**config.mk**
```make
export PLATFORM = sky130hd
export DESIGN_NAME = wildcard_glob_matcher
export DESIGN_NICKNAME = d
export VERILOG_FILES = /design/src/sv/wgm_pkg.sv /design/src/sv/wgm_step.sv /design/src/sv/wildcard_glob_matcher.sv
export SDC_FILE = /design/constraint.sdc
export NUM_CORES = 1
export LEC_CHECK = 0
export ABC_AREA = 1
export BUFFER_PORTS_ARGS = -buffer_cell sky130_fd_sc_hd__buf_2
export CAP_MARGIN = 10
export CORE_UTILIZATION = 38
export DETAILED_ROUTE_END_ITERATION = 12
export SLEW_MARGIN = 20
export SYNTH_ARGS = -nofsm -noshare
export SYNTH_HDL_FRONTEND = slang
export SYNTH_SLANG_ARGS = --single-unit
```
**constraint.sdc**
```tcl
create_clock -name clk -period 4.88 [get_ports clk]
set_clock_uncertainty 0.15 [all_clocks]
set_input_delay 0.244 -clock clk [delete_from_list [all_inputs] [get_ports clk]]
set_output_delay 0.244 -clock clk [all_outputs]
set_load 0.02 [all_outputs]
```
**src/sv/wgm_pkg.sv**
```systemverilog
// ----------------------------------------------------------------------------
// wgm_pkg: shared definitions for the wildcard glob matcher
// Item mode codes, wildcard characters and default sizing.
// ----------------------------------------------------------------------------
`timescale 1ns / 1ps
`default_nettype none

package wgm_pkg;

  // Default pattern store depth
  localparam int PATTERN_MAX_DEF = 64;

  // Wildcard bytes
  localparam logic [7:0] STAR_CHAR = 8'd42;
  localparam logic [7:0] ANY_CHAR  = 8'd63;

  // Input item modes
  typedef enum logic [1:0] {
    MODE_CLEAR  = 2'd0,
    MODE_APPEND = 2'd1,
    MODE_TEXT   = 2'd2,
    MODE_EOT    = 2'd3
  } mode_t;

endpackage

`default_nettype wire

```
**src/sv/wgm_step.sv**
```systemverilog
// ----------------------------------------------------------------------------
// wgm_step: one text byte step of the position automaton
// Advances the active position set over one byte and closes it over star runs.
// ----------------------------------------------------------------------------
`timescale 1ns / 1ps
`default_nettype none

module wgm_step
  import wgm_pkg::*;
#(
  parameter int PATTERN_MAX = PATTERN_MAX_DEF,
  localparam int LW = $clog2(PATTERN_MAX + 1)
) (
  input  wire logic [7:0]           pat       [PATTERN_MAX],
  input  wire logic [LW-1:0]        pat_len,
  input  wire logic [PATTERN_MAX:0] act,
  input  wire logic [7:0]           char_value,
  output logic      [PATTERN_MAX:0] act_next
);

  logic [PATTERN_MAX:0] star_m;   // star positions inside the pattern
  logic [PATTERN_MAX:0] raw;      // set after the byte, before closure
  logic [PATTERN_MAX:0] gen;      // active stars that start propagation
  logic [PATTERN_MAX:0] sum;      // top bit of star_m is never set, so no carry out
  logic [PATTERN_MAX:0] carry;

  // Per-position match, independent lanes
  always_comb begin
    star_m = '0;
    raw    = '0;
    for (int i = 0; i < PATTERN_MAX; i++) begin
      if (LW'(i) < pat_len) begin
        if (pat[i] == STAR_CHAR) begin
          star_m[i] = 1'b1;
          if (act[i]) raw[i] = 1'b1;
        end else if (act[i] && (pat[i] == ANY_CHAR || pat[i] == char_value)) begin
          raw[i+1] = 1'b1;
        end
      end
    end
  end

  // Closure over star runs: carries of star_m + gen mark reached positions
  assign gen      = raw & star_m;
  assign sum      = star_m + gen;
  assign carry    = sum ^ star_m ^ gen;
  assign act_next = raw | carry;

endmodule

`default_nettype wire

```
**src/sv/wildcard_glob_matcher.sv**
```systemverilog
// ----------------------------------------------------------------------------
// wildcard_glob_matcher: whole-text glob match with '*' and '?'
// Bit-parallel position automaton over a loaded pattern.
// ----------------------------------------------------------------------------
// Usage:
//   Input channel (in_valid/in_ready, in_mode, in_char_value) carries one
//   transaction per item: clear pattern, append pattern byte, text byte or
//   end of text. Only end of text produces a result transaction on the
//   output channel (out_valid/out_ready, out_matched, out_overflow).
//   An end-of-text item sits in the input register once accepted, then
//   loads the result register. One item is accepted per cycle while
//   in_ready is high; the byte step and star closure for all positions
//   are combinational, through the one wide carry chain of the closure.
//   When the receiver stalls, the result register holds and the input
//   register still takes items; only an end-of-text item waits behind a
//   full result register, and then in_ready drops.
//   Reset empties the pattern, clears the overflow flag and starts a fresh
//   text. Pattern bytes beyond PATTERN_MAX are dropped and flag overflow,
//   which forces no match until the next clear.
// ----------------------------------------------------------------------------
`timescale 1ns / 1ps
`default_nettype none

module wildcard_glob_matcher
  import wgm_pkg::*;
#(
  parameter int PATTERN_MAX = PATTERN_MAX_DEF
) (
  input  wire logic       clk,
  input  wire logic       rst_n,
  input  wire logic       in_valid,
  output logic            in_ready,
  input  wire logic [1:0] in_mode,
  input  wire logic [7:0] in_char_value,
  output logic            out_valid,
  input  wire logic       out_ready,
  output logic            out_matched,
  output logic            out_overflow
);

  localparam int LW  = $clog2(PATTERN_MAX + 1);
  localparam int SAW = (PATTERN_MAX > 1) ? $clog2(PATTERN_MAX) : 1;

  // Input register
  logic       ivld_r;
  mode_t      mode_r;
  logic [7:0] char_r;

  // Pattern and text state
  logic [7:0]           pat_r [PATTERN_MAX];
  logic [LW-1:0]        len_r, len_nxt;
  logic [PATTERN_MAX:0] start_r, start_nxt;   // closure of {0} for this pattern
  logic [PATTERN_MAX:0] act_r, act_nxt;
  logic                 fresh_r, fresh_nxt;
  logic                 ovf_r, ovf_nxt;

  // Result register
  logic out_valid_r, out_matched_r, out_overflow_r;

  logic                 adv;
  logic                 room;
  logic [PATTERN_MAX:0] act_base;
  logic [PATTERN_MAX:0] act_step;

  // Pipeline control: only end of text needs a free result register
  assign adv      = ivld_r && (mode_r != MODE_EOT || !out_valid_r || out_ready);
  assign in_ready = !ivld_r || adv;
  assign room     = (len_r < LW'(PATTERN_MAX));
  assign act_base = fresh_r ? start_r : act_r;

  wgm_step #(
    .PATTERN_MAX(PATTERN_MAX)
  ) u_step (
    .pat        (pat_r),
    .pat_len    (len_r),
    .act        (act_base),
    .char_value (char_r),
    .act_next   (act_step)
  );

  // Next state per mode
  always_comb begin
    len_nxt   = len_r;
    start_nxt = start_r;
    act_nxt   = act_r;
    fresh_nxt = fresh_r;
    ovf_nxt   = ovf_r;
    if (adv) begin
      case (mode_r)
        MODE_CLEAR: begin
          len_nxt   = '0;
          start_nxt = {{PATTERN_MAX{1'b0}}, 1'b1};
          act_nxt   = '0;
          fresh_nxt = 1'b1;
          ovf_nxt   = 1'b0;
        end
        MODE_APPEND: begin
          if (room) begin
            len_nxt = len_r + LW'(1);
            if (start_r[len_r] && char_r == STAR_CHAR) start_nxt[len_r + LW'(1)] = 1'b1;
          end else begin
            ovf_nxt = 1'b1;
          end
          fresh_nxt = 1'b1;
        end
        MODE_TEXT: begin
          act_nxt   = act_step;
          fresh_nxt = 1'b0;
        end
        MODE_EOT: begin
          fresh_nxt = 1'b1;
        end
        default: begin
          fresh_nxt = fresh_r;
        end
      endcase
    end
  end

  // Input register
  always_ff @(posedge clk) begin
    if (!rst_n) begin
      ivld_r <= 1'b0;
    end else if (in_valid && in_ready) begin
      ivld_r <= 1'b1;
    end else if (adv) begin
      ivld_r <= 1'b0;
    end
    if (in_valid && in_ready) begin
      mode_r <= mode_t'(in_mode);
      char_r <= in_char_value;
    end
  end

  // Pattern store, written at the fill point
  always_ff @(posedge clk) begin
    if (adv && mode_r == MODE_APPEND && room) begin
      pat_r[len_r[SAW-1:0]] <= char_r;
    end
  end

  // Automaton state
  always_ff @(posedge clk) begin
    if (!rst_n) begin
      len_r   <= '0;
      start_r <= {{PATTERN_MAX{1'b0}}, 1'b1};
      act_r   <= '0;
      fresh_r <= 1'b1;
      ovf_r   <= 1'b0;
    end else begin
      len_r   <= len_nxt;
      start_r <= start_nxt;
      act_r   <= act_nxt;
      fresh_r <= fresh_nxt;
      ovf_r   <= ovf_nxt;
    end
  end

  // Result register
  always_ff @(posedge clk) begin
    if (!rst_n) begin
      out_valid_r <= 1'b0;
    end else if (adv && mode_r == MODE_EOT) begin
      out_valid_r <= 1'b1;
    end else if (out_ready) begin
      out_valid_r <= 1'b0;
    end
    if (adv && mode_r == MODE_EOT) begin
      out_matched_r  <= act_base[len_r] && !ovf_r;
      out_overflow_r <= ovf_r;
    end
  end

  assign out_valid    = out_valid_r;
  assign out_matched  = out_matched_r;
  assign out_overflow = out_overflow_r;

endmodule

`default_nettype wire
```
==> results.tsv <==
stage	metric	value	unit
run_status	status	completed	
critical_path	rr_startpoint	len_r[2]	
critical_path	setup.worst_path.end_class	flop	
critical_path	cpMostUsedCell	nand2_1	
sta	setup_ws	185	ps
layout	nFillCells	11300	
placement	dp_slack	26.9	ps
floorplan	io_pins	18	
cts	clockBufferDepth	3	
critical_path	crit_chain	inv_2 > nand2_2 > nand2_2 > inv_2 > o21ai_1 > nor2_1 > nand3_1 > nor2_1 > nand2_1 > nor3_1 > nand2_1 > nand2_1 > nand3_1 > nand2_1 > nand2_1 > nand2_1 > nand2_1 > a21oi_1	
routing	drc	0	
cts	htreeDepth	3	
global_routing	grt-ovfl-total	0	
sta	hold_viol	0	
placement	dpl_cell_area	45000	sq um
global_routing	grt_pass1_vias	37600	
routing	vias	41400	
routing	firstDrtPassIters	6	
sta	fmax	213	MHz
yosys	syn_avg_cell_area	7.22	sq um
layout	seq_area	18600	sq um
critical_path	cp_num_cells	18	
critical_path	r2r_cells	18	
layout	multi_input_area	20000	sq um
layout	stdcell_area	47700	sq um
routing	routedWlPerCell	21.7	microns
critical_path	crit_buf_inv	2	
floorplan	num_rows	122	
yosys	yosys_most_used_dff	edfxtp_1	
layout	syn_to_final_growth	11.9	%
cts	clk_pin_slew_worst_paths	60	ps
sta	rsz0062_at_grt	false	
layout	final_cell_mix	nand2_1 (1899), inv_1 (806), nor2_1 (588)	
routing	drtIter0Drc	5002	
yosys	syn_inst	5903	
routing	avgViaCountPerCell	5.48	
sta	slew_viol_final	0	
power_and_ir_drop	total_leakage_power	19.7	nW
layout	layout-drive-gt1-share	0.0700	
placement	io_buffers	17	
cts	cts_tree	built	
global_routing	track_usage	0.284	
sta	finalSetupViolCount	0	
routing	wl	164	mm
yosys	yosysUniqueCellTypes	59	
critical_path	cp-startpoint	len_r[2]	
cts	clk_latency	670	ps
layout	fin_nets	6015	
yosys	async_flop_share	0	
floorplan	die_x	337	microns
power_and_ir_drop	p_per_area	267	nW/um^2
floorplan	initial_core_util	0.384	
floorplan	die_height	337	microns
placement	gp_congestion	1.03	
global_routing	grt_pass1_wl	240	mm
yosys	synth_seq_cells	665	
sta	period_minus_slack	4700	ps
global_routing	grt_max_degree	79	
yosys	synth_area	42600	sq um
hold_path	hold_end	mode_r[1]	
sta	worstMarginPinSlew	1120	ps
power_and_ir_drop	vdd_drop_max	0.218	mV
cts	numCtsBuffers	78	
hold_path	whs_path_depth	2	
yosys	syn-num-nets	5919	
yosys	synth_edf_count	524	
critical_path	path_delay_family	simple AND/OR/NAND/NOR gates	
critical_path	cp_data_required_time	5320	ps
cts	cts_root_buf	clkbuf_16	
hold_path	hold_start	in_mode[1]	
sta	maxSlewHeadroom	0.244	
yosys	ys_seq_area_frac	0.436	
critical_path	r2r_end	act_r[45]	
yosys	yosys_warnings	0	
critical_path	cp_max_fo	11	
critical_path	worstSetupStartpointType	flop	
job	drv_cap	0	
critical_path	cp.arrival	5140	ps
sta	setup_tns	0	ps
power_and_ir_drop	total_power	12.7	mW
hold_path	hold_path_class	in -> reg	
critical_path	crit_type	reg -> reg	
cts	post_cts_buffers	0	
layout	mostFrequentLayoutCell	nand2_1	
critical_path	cp_slowest_cell	dfxtp_2	
cts	cts_sinks	665	
floorplan	dieArea	113000	sq um
routing	postRouteAntennaNets	0	
global_routing	antenna_found_initial	4	
critical_path	r2r_slack	180	ps
placement	dp_hpwl	121	mm
floorplan	coreArea	111000	sq um
critical_path	cpPeakStageDelay	610	ps
sta	fin_crit_sh	0.962	
==> metrics by stage <==
step / utilization / instances / hold slack, ps
2_1_floorplan: - / 5903 / 163
3_5_place_dp: 0.406 / 7392 / 273
6_report: 0.429 / 7545 / 145
3_3_place_gp: 0.406 / 7392 / 272
4_1_cts: 0.429 / 7544 / 116
5_1_grt: 0.429 / 7544 / 160
==> per-layer routing <==
metal / track usage / vias up / part of all wire
li1: - / 19600 / -
met1: 0.403 / 19700 / 0.45
met2: 0.442 / 1820 / 0.44
met3: 0.0343 / 278 / 0.078
met4: 0.103 / 2 / 0.036
met5: 0 / - / 0.000079
==> how the worst max path moves through the flow <==
stage,to,slack [ps]
finish,act_r[45],180
global route,act_r[52],160
CTS,act_r[45],20
detailed placement,act_r[45],30
global placement,act_r[45],-20
floorplan,act_r[57],1410
==> cell families (layout without fill, tap and decap cells) <==
group	count (synthesis)	count (layout)	synth area share
AND/OR/NAND/NOR	3451	3451	0.351
buffers and inverters	1000	1153	0.0950
flip-flops	665	665	0.436
AO/OA/AOI/OAI	589	589	0.0776
XOR/XNOR	196	196	0.0403
adder cells (fa/ha/maj)	2	2	0.000587
other	0	1	0
==> cell usage after synthesis (3+ instances only) <==
master | n | area (sq um)
a21oi_1 | 225 | 1130
a21oi_2 | 8 | 70.1
a22oi_1 | 6 | 45.0
a31oi_1 | 4 | 25.0
and2_1 | 6 | 37.5
and3_1 | 3 | 18.8
buf_2 | 64 | 320
buf_4 | 39 | 293
buf_6 | 8 | 90.1
clkbuf_1 | 42 | 158
dfxtp_1 | 141 | 2820
edfxtp_1 | 524 | 15700
inv_1 | 809 | 3040
inv_2 | 35 | 131
nand2_1 | 1900 | 7130
nand2_2 | 6 | 37.5
nand3_1 | 297 | 1490
nand3_2 | 5 | 50.1
nand3b_1 | 15 | 113
nand4_1 | 310 | 1940
nor2_1 | 588 | 2210
nor2_2 | 13 | 81.3
nor2_4 | 10 | 113
nor3_1 | 167 | 836
nor3_2 | 5 | 50.1
nor3b_1 | 6 | 45.0
nor4_1 | 51 | 319
o2111ai_1 | 4 | 35.0
o211ai_1 | 4 | 30.0
o21a_1 | 12 | 90.1
o21ai_0 | 171 | 856
o21ai_1 | 47 | 235
o21ai_2 | 9 | 78.8
o21bai_1 | 9 | 67.6
o22ai_1 | 52 | 325
o31ai_1 | 12 | 90.1
o41ai_1 | 18 | 158
or2_0 | 4 | 25.0
or2_1 | 4 | 25.0
or2_2 | 51 | 319
xnor2_1 | 161 | 1410
xor2_1 | 35 | 307
==> timing repair <==
action,CTS,global route
resized for setup,0,2
endpoints found under the hold margin,25,0
hold buffers,15,0
setup endpoints to repair,0,18
==> area by class of cell <==
cell class,count,share of cell area
tap,1488,0.0391
antenna,1,0.0000525
clock inverter,41,0.00793
multi-input combinational,4238,0.420
clock buffer,96,0.0438
sequential,665,0.390
timing repair buffer,170,0.0330
inverter,846,0.0667
==> registers in the layout (all words and copies together) (netlist names) <==
signal / flops
act_r: 65
char_r: 8
fresh_r: 1
ivld_r: 1
len_r: 7
mode_r: 2
out_matched: 1
out_overflow: 1
out_valid: 1
ovf_r: 1
pat_r: 512
start_r: 65
==> power breakdown <==
group | internal [mW] | switching (mW) | total, mW
Sequential | 6.11 | 0.0188 | 6.13
Combinational | 0.212 | 0.552 | 0.763
Clock | 3.35 | 2.45 | 5.81
No activity file was read; power rests on OpenSTA's default activity.
